File: src/quaternion_pd_attitude_torque_core_assert.svh
// Assertion macros shared by the attitude torque core.
// Every property is sampled on the rising edge of clock and is off during reset.
`ifndef QUATERNION_PD_ATTITUDE_TORQUE_CORE_ASSERT_SVH
`define QUATERNION_PD_ATTITUDE_TORQUE_CORE_ASSERT_SVH

// The consequent must hold in the same cycle as the antecedent.
`define QPAT_ASSERT_SAME(label, ante, cons, msg) \
   label: assert property (@(posedge clock) disable iff (reset) (ante) |-> (cons)) \
      else $error(msg);

// The consequent must hold in the cycle after the antecedent.
`define QPAT_ASSERT_NEXT(label, ante, cons, msg) \
   label: assert property (@(posedge clock) disable iff (reset) (ante) |=> (cons)) \
      else $error(msg);

`endif

File: src/qpat_pkg.sv
package qpat_pkg;

   localparam int CANON_WIDTH     = 16;
   localparam int GAIN_WIDTH      = 24;
   localparam int PROD_WIDTH      = 2 * CANON_WIDTH;
   localparam int ERR_WIDTH       = PROD_WIDTH + 2;
   localparam int RATE_PROD_WIDTH = GAIN_WIDTH + CANON_WIDTH;
   localparam int PROP_PROD_WIDTH = GAIN_WIDTH + ERR_WIDTH;
   localparam int ACC_WIDTH       = PROP_PROD_WIDTH + 1;
   localparam int OUT_WIDTH       = 32;
   localparam int OUT_SHIFT       = 24;
   localparam int RATE_ALIGN      = 16;

   localparam logic signed [ACC_WIDTH-1:0] ROUND_BIAS = ACC_WIDTH'(1) << (OUT_SHIFT - 1);
   localparam logic signed [OUT_WIDTH-1:0] OUT_MAX = {1'b0, {(OUT_WIDTH - 1){1'b1}}};
   localparam logic signed [OUT_WIDTH-1:0] OUT_MIN = {1'b1, {(OUT_WIDTH - 1){1'b0}}};

   localparam int CSR_INDEX_WIDTH = 2;
   localparam logic [CSR_INDEX_WIDTH-1:0] CSR_PROP_GAIN = 2'd0;
   localparam logic [CSR_INDEX_WIDTH-1:0] CSR_RATE_GAIN = 2'd1;

   typedef struct packed {
      logic signed [PROD_WIDTH-1:0] a;
      logic signed [PROD_WIDTH-1:0] b;
      logic signed [PROD_WIDTH-1:0] c;
      logic signed [PROD_WIDTH-1:0] d;
   } term_quad_type;

   typedef struct packed {
      term_quad_type                     ex;
      term_quad_type                     ey;
      term_quad_type                     ez;
      term_quad_type                     ew;
      logic signed [RATE_PROD_WIDTH-1:0] dx;
      logic signed [RATE_PROD_WIDTH-1:0] dy;
      logic signed [RATE_PROD_WIDTH-1:0] dz;
   } prod_stage_type;

   typedef struct packed {
      logic signed [ERR_WIDTH-1:0]       ex;
      logic signed [ERR_WIDTH-1:0]       ey;
      logic signed [ERR_WIDTH-1:0]       ez;
      logic                              flip;
      logic signed [RATE_PROD_WIDTH-1:0] dx;
      logic signed [RATE_PROD_WIDTH-1:0] dy;
      logic signed [RATE_PROD_WIDTH-1:0] dz;
   } err_stage_type;

   typedef struct packed {
      logic signed [PROP_PROD_WIDTH-1:0] px;
      logic signed [PROP_PROD_WIDTH-1:0] py;
      logic signed [PROP_PROD_WIDTH-1:0] pz;
      logic                              flip;
      logic signed [RATE_PROD_WIDTH-1:0] dx;
      logic signed [RATE_PROD_WIDTH-1:0] dy;
      logic signed [RATE_PROD_WIDTH-1:0] dz;
   } gain_stage_type;

   typedef struct packed {
      logic signed [ACC_WIDTH-1:0] x;
      logic signed [ACC_WIDTH-1:0] y;
      logic signed [ACC_WIDTH-1:0] z;
   } acc_type;

   typedef struct packed {
      logic signed [OUT_WIDTH-1:0] x;
      logic signed [OUT_WIDTH-1:0] y;
      logic signed [OUT_WIDTH-1:0] z;
   } torque_type;

endpackage

File: src/qpat_error_stage.sv
module qpat_error_stage (
   input  logic                     clock,
   input  logic                     reset,
   input  logic                     advance,
   input  logic                     in_valid,
   input  qpat_pkg::prod_stage_type in_data,
   output logic                     out_valid,
   output qpat_pkg::err_stage_type  out_data
);
   import qpat_pkg::*;

   logic signed [ERR_WIDTH-1:0] ew;
   logic          valid_ff;
   err_stage_type data_in, data_ff;

   always_comb begin
      data_in.ex = ERR_WIDTH'(in_data.ex.a) - ERR_WIDTH'(in_data.ex.b)
                 - ERR_WIDTH'(in_data.ex.c) + ERR_WIDTH'(in_data.ex.d);
      data_in.ey = ERR_WIDTH'(in_data.ey.a) - ERR_WIDTH'(in_data.ey.b)
                 - ERR_WIDTH'(in_data.ey.c) + ERR_WIDTH'(in_data.ey.d);
      data_in.ez = ERR_WIDTH'(in_data.ez.a) - ERR_WIDTH'(in_data.ez.b)
                 - ERR_WIDTH'(in_data.ez.c) + ERR_WIDTH'(in_data.ez.d);
      ew         = ERR_WIDTH'(in_data.ew.a) + ERR_WIDTH'(in_data.ew.b)
                 + ERR_WIDTH'(in_data.ew.c) + ERR_WIDTH'(in_data.ew.d);
      // A negative scalar part selects the shorter rotation.
      data_in.flip = ew[ERR_WIDTH-1];
      data_in.dx   = in_data.dx;
      data_in.dy   = in_data.dy;
      data_in.dz   = in_data.dz;
   end

   always_ff @(posedge clock) begin
      if (reset) begin
         valid_ff <= 1'b0;
      end else if (advance) begin
         valid_ff <= in_valid;
      end
   end

   always_ff @(posedge clock) begin
      if (advance) begin
         data_ff <= data_in;
      end
   end

   assign out_valid = valid_ff;
   assign out_data  = data_ff;

endmodule

File: config.mk
export PLATFORM = sky130hd
export DESIGN_NAME = qpat_error_stage
export DESIGN_NICKNAME = d
export VERILOG_FILES = /design/src/quaternion_pd_attitude_torque_core_assert.svh /design/src/qpat_pkg.sv /design/src/qpat_error_stage.sv
export SDC_FILE = /design/constraint.sdc
export NUM_CORES = 1
export LEC_CHECK = 0
export BUFFER_PORTS_ARGS = -buffer_cell sky130_fd_sc_hd__buf_2
export CORE_AREA = 5 5 333 335
export DETAILED_ROUTE_END_ITERATION = 12
export DIE_AREA = 0 0 338 340
export GPL_TIMING_DRIVEN = 0
export SLEW_MARGIN = 30
export SYNTH_ARGS = -nofsm -noshare
export SYNTH_HDL_FRONTEND = slang
export SYNTH_SLANG_ARGS = --single-unit
export TNS_END_PERCENT = 20
File: constraint.sdc
create_clock -name clock -period 6.5 [get_ports clock]
set_clock_uncertainty 0.2 [all_clocks]
set_input_delay 1.625 -clock clock [delete_from_list [all_inputs] [get_ports clock]]
set_output_delay 1.625 -clock clock [all_outputs]
set_load 0.05 [all_outputs]
==> reports/results.ini <==
[synth]
synth_seq_cells=224
synth_cell_types=66
async_reset_ff_share_pct=0
mappedNetlistArea_sq_mm=0.0195
synthTopCellsByCount=inv_1, fa_1, edfxtp_1
synth_flop_cell=edfxtp_1
avgSynthCellArea_sq_um=11.0
synth.area.top_cells=edfxtp_1, fa_1, inv_1, ha_1, a21o_1
yosysTopAreaCell=edfxtp_1
yosysTopAreaCellShare_pct=34.4
synth_most_common_cell=inv_1
syn_nets=2792
ys_warn_count=0
ys_seq_area_share_pct=34.5
netlist_instances=1764
synth_edf_count=223

[timing]
maxSlewViolCount=0
min_period_over_period_pct=91.7
finalWorstSetupSlack_ps=542
clock.fmax_ghz=0.168
worst_pin_slew_ps=744
relSlewSlack_pct=50.0
fin_crit_ps=5960
setup_viol=0
grt_setup_unrepaired=false
hold_viol_final=0

[pwr]
intPower_mw=4.96
p_per_area_mw_per_mm2=356
p_clk_share_pct=20.0
p_comb_share_pct=56.4
p_leak_nw=13.7
switching_share_pct=48.0
seq_power_share_pct=23.6
switchingPower_mw=4.57
ir_drop_v=0.000181

[clocking]
cts_made_buffers=34
ctsRootBufferMaster=clkbuf_16
clock_sinks=224
ctsResizeCount=0
hold_buffers=0
cts.path.max_buffers=3
cts_tree=built
post_cts_buffers=0
htreeDepth=2
clock_latency_ps=570
clk_pin_slew_ps=50

[placement]
routabilityCongestion=0.966
placed_area_sq_mm=0.0256
place_hpwl_um=68900
pre_cts_ws_ps=5.72
port_buffers=859

[critical_path]
path_max_fanout=5
cp.arrival_ps=6070
crit_path_start_kind=primary input
critPathLaunch=in_data[504]
path_delay_family=compound AO/OA/AOI/OAI gates
crit_chain=buf_2, fa_1, inv_1, fa_1, inv_1, ha_1, inv_1, fa_1, nor2b_1, nor4_1, o41ai_1, nand4_1, a31oi_1, a31oi_1, o21ai_0, a21oi_1, xnor2_1
timing.rr.start=out_valid
max_stage_delay_ps=640
crit_type=primary input to flip-flop
crit_slowest_cell=o41ai_1
critPathBufInv=4
cp.required_ps=6610
r2r_slack_ps=5690
cp-end-kind=flip-flop

[layout]
areaGrowthSynthToFinish_pct=37.7
design_area_sq_mm=0.0268
nets=3690
drive_gt1_share_pct=34.7

[global_routing]
grt_pass1_wl_um=108000
grt_max_degree=82
antenna_found_initial=39
grt_use_total_pct=13.0
first_global_vias=16700
overflow=0

[detailed_routing]
vias=15900
vias_per_cell=3.85
drtIter0Drc=692
drt_first_pass_iters=5
totalWireLength_um=77700
antenna_left=0
drc=0
wl_per_cell_um=18.9

[floorplan]
dieArea_sq_mm=0.115
start_util_pct=18.1
boundaryPins=860
core_sq_mm=0.108
fp-row-count=121
die_w_um=338
fp.dieH_um=340

[outcome]
status=finished, final reports clean

[flow_run]
maxCapViolCount=0

[hold_path]
min_path_type=flip-flop to flip-flop
hp-start=out_valid

[cells by family (layout without fill, tap and decap cells)]
family	after synthesis	count (layout)	share of synthesized area [%]
xor gates and xnor gates	88	88	3.96
adders and majority gates	392	392	35.2
and+or+nand+nor	206	206	5.29
DFF	224	224	34.5
buffers and inverters	546	1470	10.6
other	0	18	0
muxes	1	1	0.0514
AOI/OAI and AO/OA	307	307	10.5
[layer usage]
metal  share of wire, %  global-route usage (%)  up-vias
li1                   -                       -     7490
met1                 41                    16.2     7576
met2                 44                    20.5      671
met3                 10                    4.62      126
met4                4.4                    5.28       18
met5               0.16                       0        -
[flip-flops by register name, indices dropped and copies added (netlist names)]
signal / cells
out_data: 223
out_valid: 1
[cells in the final DEF, fill, tap and decap left out, types with 3 or more instances in the layout]
| cell type | netlist | routed |
|---|---|---|
| a211oi_1 | 8 | 8 |
| a21o_1 | 79 | 79 |
| a21oi_1 | 84 | 84 |
| a31oi_1 | 9 | 9 |
| a41o_1 | 3 | 3 |
| and2_1 | 3 | 3 |
| and3_1 | 11 | 11 |
| and4_1 | 6 | 6 |
| buf_16 | 0 | 3 |
| buf_2 | 0 | 858 |
| clkbuf_1 | 13 | 17 |
| clkbuf_16 | 0 | 34 |
| clkinv_1 | 0 | 4 |
| clkinv_2 | 0 | 4 |
| diode_2 | 0 | 18 |
| edfxtp_1 | 223 | 223 |
| fa_1 | 259 | 259 |
| ha_1 | 133 | 133 |
| inv_1 | 532 | 532 |
| inv_6 | 0 | 5 |
| nand2_1 | 43 | 43 |
| nand2b_1 | 11 | 11 |
| nand3_1 | 20 | 20 |
| nand4_1 | 20 | 20 |
| nor2_1 | 54 | 54 |
| nor2b_1 | 14 | 14 |
| nor3_1 | 11 | 11 |
| nor4_1 | 3 | 3 |
| o21a_1 | 18 | 18 |
| o21ai_0 | 50 | 49 |
| o21ai_1 | 4 | 5 |
| o21bai_1 | 8 | 8 |
| o31a_1 | 3 | 3 |
| o31ai_1 | 4 | 4 |
| xnor2_1 | 63 | 63 |
| xor2_1 | 25 | 25 |
[tightest hold or removal path, delay by kind of cell (launching register included)]
kind | cells | cell delay, ps
muxes | 1 | 130
and+or+nand+nor | 1 | 60
DFF | 1 | 320
[path summary, 6_finish.rpt]
kind | endpoint | depth (start not counted)
setup / recovery | out_data[219] | 17
hold / removal | out_valid | 2
setup reg to reg | out_valid | 2
hold reg to reg | out_valid | 2
[power by group through the flow]
stage	clock network [mW]	registers, mW	logic, mW
4_1_cts	2.02	2.26	5.47
2_1_floorplan	0	3.63	2.37
3_5_place_dp	0	2.28	5.45
3_3_place_gp	0	2.29	5.40
6_report	1.91	2.25	5.38
5_1_grt	2.07	2.29	5.90
[metrics by stage]
stage / power (mW) / cells / hold WS (ps) / utilization (%) / setup TNS, ps
global route: 10.3 / 4107 / 424 / 24.9 / 0
floorplan: 6.01 / 1764 / 533 / - / 0
global placement: 7.69 / 4037 / 277 / 23.7 / -15560
finish: 9.54 / 4120 / 349 / 24.9 / 0
CTS: 9.75 / 4102 / 346 / 24.8 / 0
detailed placement: 7.72 / 4040 / 329 / 23.8 / 0
[area by class of cell]
cell class              instances  area, sq um
fillers                     11600        81000
multi-input cells             994        10700
flip-flops and latches        224         6720
repair buffers                862         4390
inverters                     532         2000
well taps                    1414         1770
clock buffers                  40          893
clock inverters                22          238
plain buffers                  14         60.1
diodes                         18         45.0
No activity file was read; power rests on OpenSTA's default activity.
