## config.mk

```make
export PLATFORM = sky130hd
export DESIGN_NAME = qpat_output_stage
export DESIGN_NICKNAME = d
export VERILOG_FILES = /design/src/quaternion_pd_attitude_torque_core_assert.svh /design/src/qpat_pkg.sv /design/src/qpat_output_stage.sv
export SDC_FILE = /design/constraint.sdc
export NUM_CORES = 1
export LEC_CHECK = 0
export ABC_CLOCK_PERIOD_IN_PS = 12400
export BUFFER_PORTS_ARGS = -buffer_cell sky130_fd_sc_hd__buf_2
export CORE_MARGIN = 5
export CORE_UTILIZATION = 50
export CTS_BUF_LIST = sky130_fd_sc_hd__clkbuf_16
export CTS_CLUSTER_SIZE = 24
export DETAILED_ROUTE_END_ITERATION = 10
export PLACE_DENSITY = 0.76
export SYNTH_ARGS = -nofsm -noshare
export SYNTH_HDL_FRONTEND = slang
export SYNTH_SLANG_ARGS = --single-unit
```

## constraint.sdc

```tcl
create_clock -name clock -period 12.4 [get_ports clock]
set_input_delay 1.86 -clock clock [delete_from_list [all_inputs] [get_ports clock]]
set_output_delay 1.86 -clock clock [all_outputs]
set_load 0.02 [all_outputs]
```

## src/quaternion_pd_attitude_torque_core_assert.svh

```systemverilog
// Assertion macros shared by the attitude torque core.
// Every property is sampled on the rising edge of clock and is off during reset.
`ifndef QUATERNION_PD_ATTITUDE_TORQUE_CORE_ASSERT_SVH
`define QUATERNION_PD_ATTITUDE_TORQUE_CORE_ASSERT_SVH

// The consequent must hold in the same cycle as the antecedent.
`define QPAT_ASSERT_SAME(label, ante, cons, msg) \
   label: assert property (@(posedge clock) disable iff (reset) (ante) |-> (cons)) \
      else $error(msg);

// The consequent must hold in the cycle after the antecedent.
`define QPAT_ASSERT_NEXT(label, ante, cons, msg) \
   label: assert property (@(posedge clock) disable iff (reset) (ante) |=> (cons)) \
      else $error(msg);

`endif

```

## src/qpat_pkg.sv

```systemverilog
package qpat_pkg;

   localparam int CANON_WIDTH     = 16;
   localparam int GAIN_WIDTH      = 24;
   localparam int PROD_WIDTH      = 2 * CANON_WIDTH;
   localparam int ERR_WIDTH       = PROD_WIDTH + 2;
   localparam int RATE_PROD_WIDTH = GAIN_WIDTH + CANON_WIDTH;
   localparam int PROP_PROD_WIDTH = GAIN_WIDTH + ERR_WIDTH;
   localparam int ACC_WIDTH       = PROP_PROD_WIDTH + 1;
   localparam int OUT_WIDTH       = 32;
   localparam int OUT_SHIFT       = 24;
   localparam int RATE_ALIGN      = 16;

   localparam logic signed [ACC_WIDTH-1:0] ROUND_BIAS = ACC_WIDTH'(1) << (OUT_SHIFT - 1);
   localparam logic signed [OUT_WIDTH-1:0] OUT_MAX = {1'b0, {(OUT_WIDTH - 1){1'b1}}};
   localparam logic signed [OUT_WIDTH-1:0] OUT_MIN = {1'b1, {(OUT_WIDTH - 1){1'b0}}};

   localparam int CSR_INDEX_WIDTH = 2;
   localparam logic [CSR_INDEX_WIDTH-1:0] CSR_PROP_GAIN = 2'd0;
   localparam logic [CSR_INDEX_WIDTH-1:0] CSR_RATE_GAIN = 2'd1;

   typedef struct packed {
      logic signed [PROD_WIDTH-1:0] a;
      logic signed [PROD_WIDTH-1:0] b;
      logic signed [PROD_WIDTH-1:0] c;
      logic signed [PROD_WIDTH-1:0] d;
   } term_quad_type;

   typedef struct packed {
      term_quad_type                     ex;
      term_quad_type                     ey;
      term_quad_type                     ez;
      term_quad_type                     ew;
      logic signed [RATE_PROD_WIDTH-1:0] dx;
      logic signed [RATE_PROD_WIDTH-1:0] dy;
      logic signed [RATE_PROD_WIDTH-1:0] dz;
   } prod_stage_type;

   typedef struct packed {
      logic signed [ERR_WIDTH-1:0]       ex;
      logic signed [ERR_WIDTH-1:0]       ey;
      logic signed [ERR_WIDTH-1:0]       ez;
      logic                              flip;
      logic signed [RATE_PROD_WIDTH-1:0] dx;
      logic signed [RATE_PROD_WIDTH-1:0] dy;
      logic signed [RATE_PROD_WIDTH-1:0] dz;
   } err_stage_type;

   typedef struct packed {
      logic signed [PROP_PROD_WIDTH-1:0] px;
      logic signed [PROP_PROD_WIDTH-1:0] py;
      logic signed [PROP_PROD_WIDTH-1:0] pz;
      logic                              flip;
      logic signed [RATE_PROD_WIDTH-1:0] dx;
      logic signed [RATE_PROD_WIDTH-1:0] dy;
      logic signed [RATE_PROD_WIDTH-1:0] dz;
   } gain_stage_type;

   typedef struct packed {
      logic signed [ACC_WIDTH-1:0] x;
      logic signed [ACC_WIDTH-1:0] y;
      logic signed [ACC_WIDTH-1:0] z;
   } acc_type;

   typedef struct packed {
      logic signed [OUT_WIDTH-1:0] x;
      logic signed [OUT_WIDTH-1:0] y;
      logic signed [OUT_WIDTH-1:0] z;
   } torque_type;

endpackage

```

## src/qpat_output_stage.sv

```systemverilog
module qpat_output_stage (
   input  logic                      clock,
   input  logic                      reset,
   input  logic                      advance,
   input  logic                      in_valid,
   input  qpat_pkg::gain_stage_type  in_data,
   output logic                      out_valid,
   output qpat_pkg::torque_type      out_data
);
   import qpat_pkg::*;

   localparam int Q_WIDTH = ACC_WIDTH - OUT_SHIFT;

   // The rounding bias is already in the sum, so a floor shift finishes the rounding.
   function automatic logic signed [OUT_WIDTH-1:0] round_sat(
      input logic signed [ACC_WIDTH-1:0] acc
   );
      logic [Q_WIDTH-1:0] q;
      logic [Q_WIDTH-OUT_WIDTH:0] top;
      q   = acc[ACC_WIDTH-1:OUT_SHIFT];
      top = q[Q_WIDTH-1:OUT_WIDTH-1];
      if ((&top) || !(|top)) begin
         return $signed(q[OUT_WIDTH-1:0]);
      end else if (q[Q_WIDTH-1]) begin
         return OUT_MIN;
      end else begin
         return OUT_MAX;
      end
   endfunction

   function automatic logic signed [ACC_WIDTH-1:0] axis_sum(
      input logic                              flip,
      input logic signed [PROP_PROD_WIDTH-1:0] prop,
      input logic signed [RATE_PROD_WIDTH-1:0] damp
   );
      logic signed [ACC_WIDTH-1:0] p_ext;
      logic signed [ACC_WIDTH-1:0] d_ext;
      p_ext = ACC_WIDTH'(prop);
      d_ext = ACC_WIDTH'(damp) <<< RATE_ALIGN;
      return (flip ? -p_ext : p_ext) + d_ext + ROUND_BIAS;
   endfunction

   logic       acc_valid_ff, out_valid_ff;
   acc_type    acc_in, acc_ff;
   torque_type torque_in, torque_ff;

   always_comb begin
      acc_in.x    = axis_sum(in_data.flip, in_data.px, in_data.dx);
      acc_in.y    = axis_sum(in_data.flip, in_data.py, in_data.dy);
      acc_in.z    = axis_sum(in_data.flip, in_data.pz, in_data.dz);
      torque_in.x = round_sat(acc_ff.x);
      torque_in.y = round_sat(acc_ff.y);
      torque_in.z = round_sat(acc_ff.z);
   end

   always_ff @(posedge clock) begin
      if (reset) begin
         acc_valid_ff <= 1'b0;
         out_valid_ff <= 1'b0;
      end else if (advance) begin
         acc_valid_ff <= in_valid;
         out_valid_ff <= acc_valid_ff;
      end
   end

   always_ff @(posedge clock) begin
      if (advance) begin
         acc_ff    <= acc_in;
         torque_ff <= torque_in;
      end
   end

   assign out_valid = out_valid_ff;
   assign out_data  = torque_ff;

endmodule

```

==> flow_metrics.tcl, run 1 <==
set metrics [dict create \
    status "completed" \
    clock-sinks 203 \
    track_usage_pct 22.7 \
    setup_violations 0 \
    worst_slew_pin_slew_ps 1110 \
    ys_seq_area_share_pct 37.7 \
    syn_area_per_cell_um2 10.0 \
    die_area_mm2 0.0359 \
    synthTopCellsByArea "edfxtp_1 37%, ha_1 19%, xnor2_1 9.5%" \
    yosys.area.top_type "edfxtp_1" \
    antenna_found_initial 8 \
    wirelength_um 42500 \
    peakVddDrop_uv 95.3 \
    fin_crit_sh_pct 63.3 \
    dr.pass1.iters 4 \
    ant_nets 0 \
    p_leak_uw 0.00871 \
    cts_buffers 25 \
    hold_viol 0 \
    post-route-util_pct 60.8 \
    clock_latency_ps 520 \
    worst-path-max-fanout 7 \
    syn_area_mm2 0.0161 \
    synthesis.nets 2152 \
    dp_hpwl_um 34500 \
    async_flop_share_pct 0 \
    required_ps 12660 \
    gp_congestion 0.919 \
    finalMaxSlewViolations 0 \
    ys.flop_type "edfxtp_1" \
    cts.reportedPaths.clkPinSlew_ps 50 \
    netlist_instances 1610 \
    synth-edff-count 201 \
    die_h_um 190 \
    tritoncts "yes" \
    cts_root_buffer "clkbuf_16" \
    cp-end-kind "flip-flop" \
    ios 396 \
    grt_pass1_vias 13500 \
    core_mm2 0.0317 \
    final_nets 2522 \
    die_w_um 190 \
    setup.worst_path.class "in2reg" \
    ys_seq_elements 203 \
    slowest_delay_ps 750 \
    htreeDepth 1 \
    power_density_mw_per_mm2 144 \
    drive_gt1_share_pct 23.5 \
    cts_resized 0 \
    period_needed_ps 7850 \
    synth.distinct_cells 63 \
    cts_buffer_depth 3 \
    post_cts_buffers 0 \
    syn_to_final_growth_pct 19.7 \
    grt_overflow 0 \
    fmax_ghz 0.127 \
    finClkSkew_ps 19.9 \
    cpMaxStageDelayCell "or4b_2" \
    port_buffers 395 \
    num_rows 65 \
    worst_ep_arrival_time_ps 8110 \
    wl_per_cell_um 17.7 \
    first_iter_violations 902 \
    rsz0062_at_grt "no" \
    slew_headroom_pct 25.7 \
    grt_first_pass_wirelength_um 67800 \
    setup_tns_ps 0 \
    final_area_mm2 0.0193 \
    floorplan.initialDensity_pct 50.8 \
    yosys_warnings 0 \
    cap_violations 0 \
    grt_max_degree 135 \
    post_dp_cell_area_mm2 0.0184 \
    remaining_drc_errors 0 \
    synth_top_area_share_pct 37.5 \
    ctsHoldBuffers 0 \
    worstSetupStartpointType "primary input" \
    path_cells "buf_2, nor4_1, nand4_1, or4b_2, nor4_1, nand2_1, nor3_1, nand2b_1, nand2_1, xnor2_1, ha_1, ha_1, nand4_1, nor2_1, o21ai_0, a21boi_0, a311oi_1, o31ai_1, a21oi_1, o21ai_0, a21oi_1, xnor2_1" \
    vias_per_cell 5.68 \
    hp-class "reg2reg" \
    via_count 13700 \
]
-- power by group --
group          internal, uW  total (uW)  switching (uW)
Sequential              998        1040            43.9
Combinational           404        1010             601
Clock                   451         734             283
-- worst paths after layout --
check                              start                endpoint  slack [ps]  cells past startpoint
setup / recovery            in_data[135]    acc_ff[58]$_DFFE_PP_        4550                     22
hold / removal    out_valid$_SDFFE_PP0P_  out_valid$_SDFFE_PP0P_         500                      2
setup reg to reg   acc_ff[117]$_DFFE_PP_  out_data[36]$_DFFE_PP_       10280                      4
hold reg to reg   out_valid$_SDFFE_PP0P_  out_valid$_SDFFE_PP0P_         500                      2
-- state kept, by name, indices dropped and copies added (netlist names) --
name,count
acc_ff,105
out_data,96
acc_valid_ff,1
out_valid,1
-- layout make-up --
cell class                      count  area (um^2)
Antenna cell                        4         10.0
Clock buffer                       25          626
Clock inverter                     21          211
Fill cell                        2740        12400
Inverter                           24         90.1
Multi-Input combinational cell   1326         9740
Sequential cell                   203         6080
Tap cell                          402          503
Timing Repair Buffer              400         2030
-- cell families after synthesis --
logic type / count (synthesis) / share of synthesized area, %
XOR/XNOR: 216 / 11.8
AND/OR/NAND/NOR: 459 / 14.1
flip-flops: 203 / 37.7
buffers and inverters: 81 / 1.95
adder cells (fa/ha/maj): 243 / 18.9
AO/OA/AOI/OAI: 402 / 15.3
multiplexers: 6 / 0.373
-- worst max-delay path: cells and delay by family --
family | cells | cell delay, ps
adder cells (fa/ha/maj) | 2 | 620
AND/OR/NAND/NOR | 10 | 2850
buffers and inverters | 1 | 110
AO/OA/AOI/OAI | 7 | 2390
XOR/XNOR | 2 | 280
-- stage by stage --
| stage | hold slack [ps] | setup slack (ps) | total power [uW] | cells |
|---|---|---|---|---|
| 3_5_place_dp | 499 | 4020 | 2060 | 2355 |
| 4_1_cts | 513 | 4550 | 2800 | 2401 |
| 5_1_grt | 539 | 3980 | 2960 | 2404 |
| 2_1_floorplan | 460 | 5050 | 1740 | 1610 |
| 6_report | 498 | 4550 | 2780 | 2405 |
| 3_3_place_gp | 474 | 4120 | 2030 | 2355 |
-- synthesized netlist by cell type, drive strengths merged, types with 3 or more instances --
| master | instances |
|---|---|
| nand2 | 182 |
| o41ai | 13 |
| inv | 24 |
| a21oi | 70 |
| mux2i | 6 |
| ha | 243 |
| o2111ai | 3 |
| xnor2 | 175 |
| nor3 | 31 |
| buf | 3 |
| and2 | 3 |
| o21bai | 5 |
| and3 | 9 |
| o31ai | 20 |
| o211ai | 5 |
| nand4 | 16 |
| clkbuf | 54 |
| xor2 | 41 |
| nor2 | 73 |
| edfxtp | 201 |
| o21a | 17 |
| a211oi | 6 |
| nor2b | 15 |
| o21ai | 178 |
| or2 | 18 |
| a311oi | 3 |
| or3 | 15 |
| nor4 | 21 |
| nand2b | 18 |
| and4 | 9 |
| or4b | 3 |
| a21boi | 4 |
| a21o | 49 |
| nand3 | 22 |
| or4 | 19 |
| a31oi | 5 |
| a221oi | 5 |
-- layer usage --
metal,GRT usage (%),vias to the layer above,routed length (um)
met5,0,-,42
met4,6.12,8,1210
met3,3.96,84,3110
met2,39.8,470,20500
met1,29.1,6359,17600
li1,-,6741,-
-- placed cells by master (no fill, tap or decap), drive strengths merged, types with 31 or more instances in the layout --
cell,count
nand2,182
nor3,31
edfxtp,201
a21o,49
xnor2,175
ha,243
xor2,41
a21oi,70
o21ai,178
buf,399
nor2,73
No activity file was read; power rests on OpenSTA's default activity.
==> inputs of run 2 (changes only) <==
--- a/config.mk
+++ b/config.mk
@@ -5,7 +5,8 @@
 export SDC_FILE = /design/constraint.sdc
 export NUM_CORES = 1
 export LEC_CHECK = 0
-export ABC_CLOCK_PERIOD_IN_PS = 12400
+export ABC_AREA = 1
+export ABC_CLOCK_PERIOD_IN_PS = 6650
 export BUFFER_PORTS_ARGS = -buffer_cell sky130_fd_sc_hd__buf_2
 export CORE_MARGIN = 5
 export CORE_UTILIZATION = 50
==> constraint.sdc (replaced) <==
create_clock -name clock -period 6.65 [get_ports clock]
set_input_delay 0.9975 -clock clock [delete_from_list [all_inputs] [get_ports clock]]
set_output_delay 0.9975 -clock clock [all_outputs]
set_load 0.02 [all_outputs]
==> flow_metrics.tcl, run 2 <==
set metrics [dict create \
    synthTopCellsByArea "edfxtp_1 30%, ha_1 15%, inv_1 8.3%" \
    p_int_uw 3390 \
    num_rows 73 \
    port_buffers 395 \
    crit_top_cell "nand2_1" \
    first_iter_violations 1527 \
    diodes 0 \
    async_flop_share_pct 0 \
    setup_violations 0 \
    post_cts_buffers 0 \
    wirelength_um 68000 \
    whs_ps 461 \
    clock_latency_ps 530 \
    ant_nets 0 \
    final_common_cell "inv_1" \
    p_leak_uw 0.0115 \
    antenna_found_initial 1 \
    synth_top_area_share_pct 30.2 \
    floorplan.initialDensity_pct 50.3 \
    syn_area_per_cell_um2 7.50 \
    dr.pass1.iters 5 \
    die_w_um 210 \
    fmax_ghz 0.199 \
    die_area_mm2 0.0440 \
    syn_area_mm2 0.0200 \
    switching_share_pct 41.3 \
    ys.flop_type "edfxtp_1" \
    final_cell_mix "444 x inv_1, 428 x nand2_1, 393 x buf_2" \
    cts.reportedPaths.clkPinSlew_ps 60 \
    grt_overflow 0 \
    synth.distinct_cells 53 \
    grt_first_pass_wirelength_um 105000 \
    yosys.area.top_type "edfxtp_1" \
    peakVddDrop_uv 217 \
    ys_seq_area_share_pct 30.4 \
    htreeDepth 1 \
    worst_ep_arrival_time_ps 5310 \
    combPwrFrac_pct 44.2 \
    grt_pass1_vias 19600 \
    period_needed_ps 5040 \
    cpMaxStageDelayCell "nor4_1" \
    cts_buffers 24 \
    required_ps 6920 \
    cp_num_buf_inv 3 \
    via_count 19800 \
    critical-path-top-delay-family "simple AND/OR/NAND/NOR gates" \
    cap_violations 0 \
    core_mm2 0.0396 \
    worst_slew_pin_slew_ps 968 \
    netlist_top_cells_count "441 x inv_1, 428 x nand2_1, 310 x nor2_1" \
    dp_hpwl_um 57800 \
    finalMaxSlewViolations 0 \
    largest_reg_flops 105 \
    track_usage_pct 29.6 \
    ys_seq_elements 203 \
    clock-sinks 203 \
    hold_viol 0 \
    finClkSkew_ps 13.4 \
    worstSetupStartpointType "primary input" \
    fin_crit_sh_pct 75.7 \
    cp-end-kind "flip-flop" \
    power_density_mw_per_mm2 248 \
    cts_buffer_depth 3 \
    setup.worst_path.class "in2reg" \
    die_h_um 210 \
    netlist_instances 2660 \
    ios 396 \
    yosys_warnings 0 \
    remaining_drc_errors 0 \
    cts_resized 0 \
    seqPwrFrac_pct 34.3 \
    drive_gt1_share_pct 15.8 \
    power_switching_uw 2390 \
    status "completed" \
    wl_per_cell_um 18.9 \
    slowest_delay_ps 530 \
    synth-edff-count 201 \
    path_cells "buf_2, inv_1, nand3_1, nor2_1, nand2_1, nor2_2, inv_2, nor2_2, nand2_2, o31ai_2, o21ai_1, xor2_1, ha_1, ha_1, nand2_1, nor2_1, nand2_1, nor4_1, nand4_1, nand4_1, xor2_1" \
    pwr-share-clk_pct 21.6 \
    ctsHoldBuffers 0 \
    hp-class "reg2reg" \
    setup_tns_ps 0 \
    syn_to_final_growth_pct 16.6 \
    yosysMostFrequentCell "inv_1" \
    synthesis.nets 3202 \
    final_nets 3592 \
    gp_congestion 0.989 \
    fillers 3723 \
    rsz0062_at_grt "no" \
    vias_per_cell 5.52 \
    slew_headroom_pct 35.5 \
    cts_root_buffer "clkbuf_16" \
    worst-path-max-fanout 6 \
    tritoncts "yes" \
    top_register "acc_ff" \
    grt_max_degree 105 \
]
run 2: changes by cell type after synthesis, moves of 27 or more:
cell	delta
a21o_1	-44
a21oi_1	+144
a31oi_1	+65
clkbuf_1	-27
inv_1	+417
nand2_1	+246
nand3_1	+65
nor2_1	+237
o21ai_0	+32
xnor2_1	-113
xor2_1	+109
run 2: kinds of logic after synthesis:
logic type	Yosys count	share of synthesized area [%]
AOI/OAI and AO/OA	563	15.4
xor gates and xnor gates	211	9.26
adders and majority gates	243	15.2
buffers and inverters	481	9.08
DFF	203	30.4
and+or+nand+nor	959	20.6
run 2: layout make-up:
class | instances | area [um^2] | area share (%)
Tap cell | 525 | 657 | 2.82
Sequential cell | 203 | 6080 | 26.1
Clock buffer | 25 | 626 | 2.69
Multi-Input combinational cell | 1976 | 12100 | 51.9
Inverter | 444 | 1670 | 7.17
Timing Repair Buffer | 401 | 2050 | 8.79
Clock inverter | 18 | 109 | 0.468
run 2: power by group through the flow:
stage	Combinational, uW	Sequential (uW)	Clock [uW]
finish	2550	1980	1240
global route	2830	2000	1320
CTS	2530	1980	1260
detailed placement	2510	2010	0
global placement	2510	1990	0
floorplan	1490	2110	0
run 2: worst reg2reg max path, cell delays in order (launching register included):
cell	delay, ps
edfxtp_1	490
nor4_1	400
a31oi_2	100
buf_4	260
nand2_1	690
o21ai_0	290
run 2: final timing paths:
check,slack [ps],depth (start not counted),startpoint,endpoint
max,1610,21,in_data[253],acc_ff[168]$_DFFE_PP_
min,460,2,acc_valid_ff$_SDFFE_PP0P_,acc_valid_ff$_SDFFE_PP0P_
max reg2reg,4120,5,acc_ff[58]$_DFFE_PP_,out_data[12]$_DFFE_PP_
min reg2reg,460,2,acc_valid_ff$_SDFFE_PP0P_,acc_valid_ff$_SDFFE_PP0P_
run 2: through the flow:
stage                     cells  area, um^2  setup WS [ps]  utilization, %  total power [uW]
after global placement     3549       22500           1160            56.8              4500
after global routing       3592       23300           1480            58.7              6150
final                      3592       23300           1610            58.7              5770
after detailed placement   3549       22500           1190            56.8              4520
after floorplan            2660       20000           2320               -              3600
after CTS                  3592       23300           1730            58.7              5780
run 2: per-layer routing:
layer / vias up / wire [um] / global-route usage, % / share of wire (%)
met3: 99 / 4130 / 3.11 / 6.1
met1: 9232 / 30200 / 40.1 / 44
met2: 778 / 31700 / 50.5 / 47
li1: 9729 / - / - / -
met4: 2 / 1900 / 8.08 / 2.8
met5: - / 13 / 0 / 0.019
==> inputs of run 3 (changes only) <==
--- a/config.mk
+++ b/config.mk
@@ -6,14 +6,14 @@
 export NUM_CORES = 1
 export LEC_CHECK = 0
 export ABC_AREA = 1
-export ABC_CLOCK_PERIOD_IN_PS = 6650
+export ABC_CLOCK_PERIOD_IN_PS = 5000
 export BUFFER_PORTS_ARGS = -buffer_cell sky130_fd_sc_hd__buf_2
 export CORE_MARGIN = 5
 export CORE_UTILIZATION = 50
 export CTS_BUF_LIST = sky130_fd_sc_hd__clkbuf_16
 export CTS_CLUSTER_SIZE = 24
 export DETAILED_ROUTE_END_ITERATION = 10
-export PLACE_DENSITY = 0.76
+export PLACE_DENSITY = 0.73
 export SYNTH_ARGS = -nofsm -noshare
 export SYNTH_HDL_FRONTEND = slang
 export SYNTH_SLANG_ARGS = --single-unit
==> constraint.sdc (replaced) <==
create_clock -name clock -period 5 [get_ports clock]
set_input_delay 0.75 -clock clock [delete_from_list [all_inputs] [get_ports clock]]
set_output_delay 0.75 -clock clock [all_outputs]
set_load 0.02 [all_outputs]
==> flow_metrics.tcl, run 3 (synthesis results as in run 2) <==
set metrics [dict create \
    num_rows 73 \
    largest_reg_flops 105 \
    cts_root_buffer "clkbuf_16" \
    post-route-util_pct 59.4 \
    cts.reportedPaths.clkPinSlew_ps 60 \
    cts_buffers 25 \
    cp-end-kind "flip-flop" \
    hp-class "in2reg" \
    top_register "acc_ff" \
    grt_overflow 0 \
    drive_gt1_share_pct 16.5 \
    path_cells "buf_2, nor2_1, nand3_1, nor3b_2, nand2_2, nor2_2, inv_2, nor2_8, nand3b_1, nor2_1, a21oi_1, xor2_1, ha_1, ha_1, nand2_1, nor2_1, inv_1, nor2_1, nand3_1, o21ai_0, xor2_1, buf_4" \
    worstSetupStartpointType "primary input" \
    final_cell_mix "442 x inv_1, 428 x nand2_1, 393 x buf_2" \
    fin_crit_sh_pct 90.7 \
    via_count 20000 \
    period_needed_ps 4530 \
    ant_nets 0 \
    status "completed" \
    dr.pass1.iters 6 \
    required_ps 5290 \
    finClkSkew_ps 30.4 \
    holdCritStartpoint "reset" \
    dpl_worst_slack_ps -32.5 \
    grt_max_degree 123 \
    rr_endpoint "out_data[40]$_DFFE_PP_" \
    remaining_drc_errors 0 \
    port_buffers 395 \
    core_mm2 0.0396 \
    tritoncts "yes" \
    rsz0062_at_grt "no" \
    cap_violations 0 \
    whs_path_depth 2 \
    final_common_cell "inv_1" \
    first_iter_violations 1718 \
    power_density_mw_per_mm2 339 \
    track_usage_pct 29.7 \
    wirelength_um 68900 \
    slowest_delay_ps 550 \
    worst-path-max-fanout 8 \
    final_cells 3617 \
    die_area_mm2 0.0440 \
    finalMaxSlewViolations 0 \
    vias_per_cell 5.52 \
    cpMaxStageDelayCell "o21ai_0" \
    floorplan.initialDensity_pct 50.3 \
    hold_viol 0 \
    clock-sinks 203 \
    dp_hpwl_um 58100 \
    syn_to_final_growth_pct 18.1 \
    r2r_start "acc_ff[117]$_DFFE_PP_" \
    slew_headroom_pct 27.4 \
    wl_per_cell_um 19.0 \
    die_w_um 210 \
    setup_violations 0 \
    p_leak_uw 0.0117 \
    worst_slew_pin_slew_ps 1090 \
    clock_latency_ps 550 \
    crit_top_cell "nor2_1" \
    gp_congestion 1.02 \
    whs_ps 367 \
    r2r_setup_slack_ps 2220 \
    peakVddDrop_uv 281 \
    htreeDepth 1 \
    grt_pass1_vias 19400 \
    final_nets 3614 \
    hold_end "out_valid$_SDFFE_PP0P_" \
    post_cts_buffers 0 \
    antenna_found_initial 3 \
    ios 396 \
    timing.final.ws_setup_ps 467 \
    die_h_um 210 \
    post-place-cells 3570 \
    cts_resized 0 \
    grt_first_pass_wirelength_um 105000 \
    ctsHoldBuffers 0 \
    fmax_ghz 0.221 \
    setup.worst_path.class "in2reg" \
    cts_buffer_depth 3 \
    reg2regPathDepth 5 \
    worst_ep_arrival_time_ps 4820 \
]
run 3: critical path, delay by kind of cell:
kind / cells / cell delay, ps
compound gates: 2 / 650
fa+ha+maj: 2 / 710
buf+inv: 4 / 490
xor+xnor: 2 / 420
simple gates: 12 / 1810
run 3: area by class of cell:
cell class                      count  area [um^2]
Sequential cell                   203         6080
Multi-Input combinational cell   1976        12100
Clock buffer                       25          626
Tap cell                          525          657
Clock inverter                     21          229
Antenna cell                        1         2.50
Fill cell                        3733        16100
Inverter                          444         1670
Timing Repair Buffer              422         2220
run 3: where the power goes:
group	total [uW]	leakage, uW	internal [uW]	switching [uW]
sequential	2610	0.00199	2470	139
combinational	3460	0.00926	1150	2310
clock	1910	0.000426	1130	783
run 3: layer usage:
metal / GRT usage (%) / part of all wire (%) / up-vias
li1: - / - / 9772
met1: 38.9 / 42 / 9251
met2: 51.8 / 48 / 834
met3: 4.39 / 7.8 / 105
met4: 7.25 / 2.4 / 4
met5: 0 / 0.039 / -
run 3: worst max path at each step:
stage                             from                    end  slack [ps]
after floorplan           in_data[183]  acc_ff[109]$_DFFE_PP_         920
after global placement    in_data[183]   acc_ff[95]$_DFFE_PP_          40
after detailed placement  in_data[183]   acc_ff[95]$_DFFE_PP_         -30
after CTS                 in_data[183]   acc_ff[95]$_DFFE_PP_         500
after global routing      in_data[183]   acc_ff[95]$_DFFE_PP_         200
final                     in_data[183]   acc_ff[95]$_DFFE_PP_         470
run 3: metrics by stage:
step / TNS [ps] / total power, uW / area [um^2]
global route: 0 / 8470 / 23600
floorplan: 0 / 4780 / 20000
finish: 0 / 7980 / 23600
detailed placement: -32.5 / 6050 / 22700
CTS: 0 / 7990 / 23600
global placement: 0 / 6020 / 22700
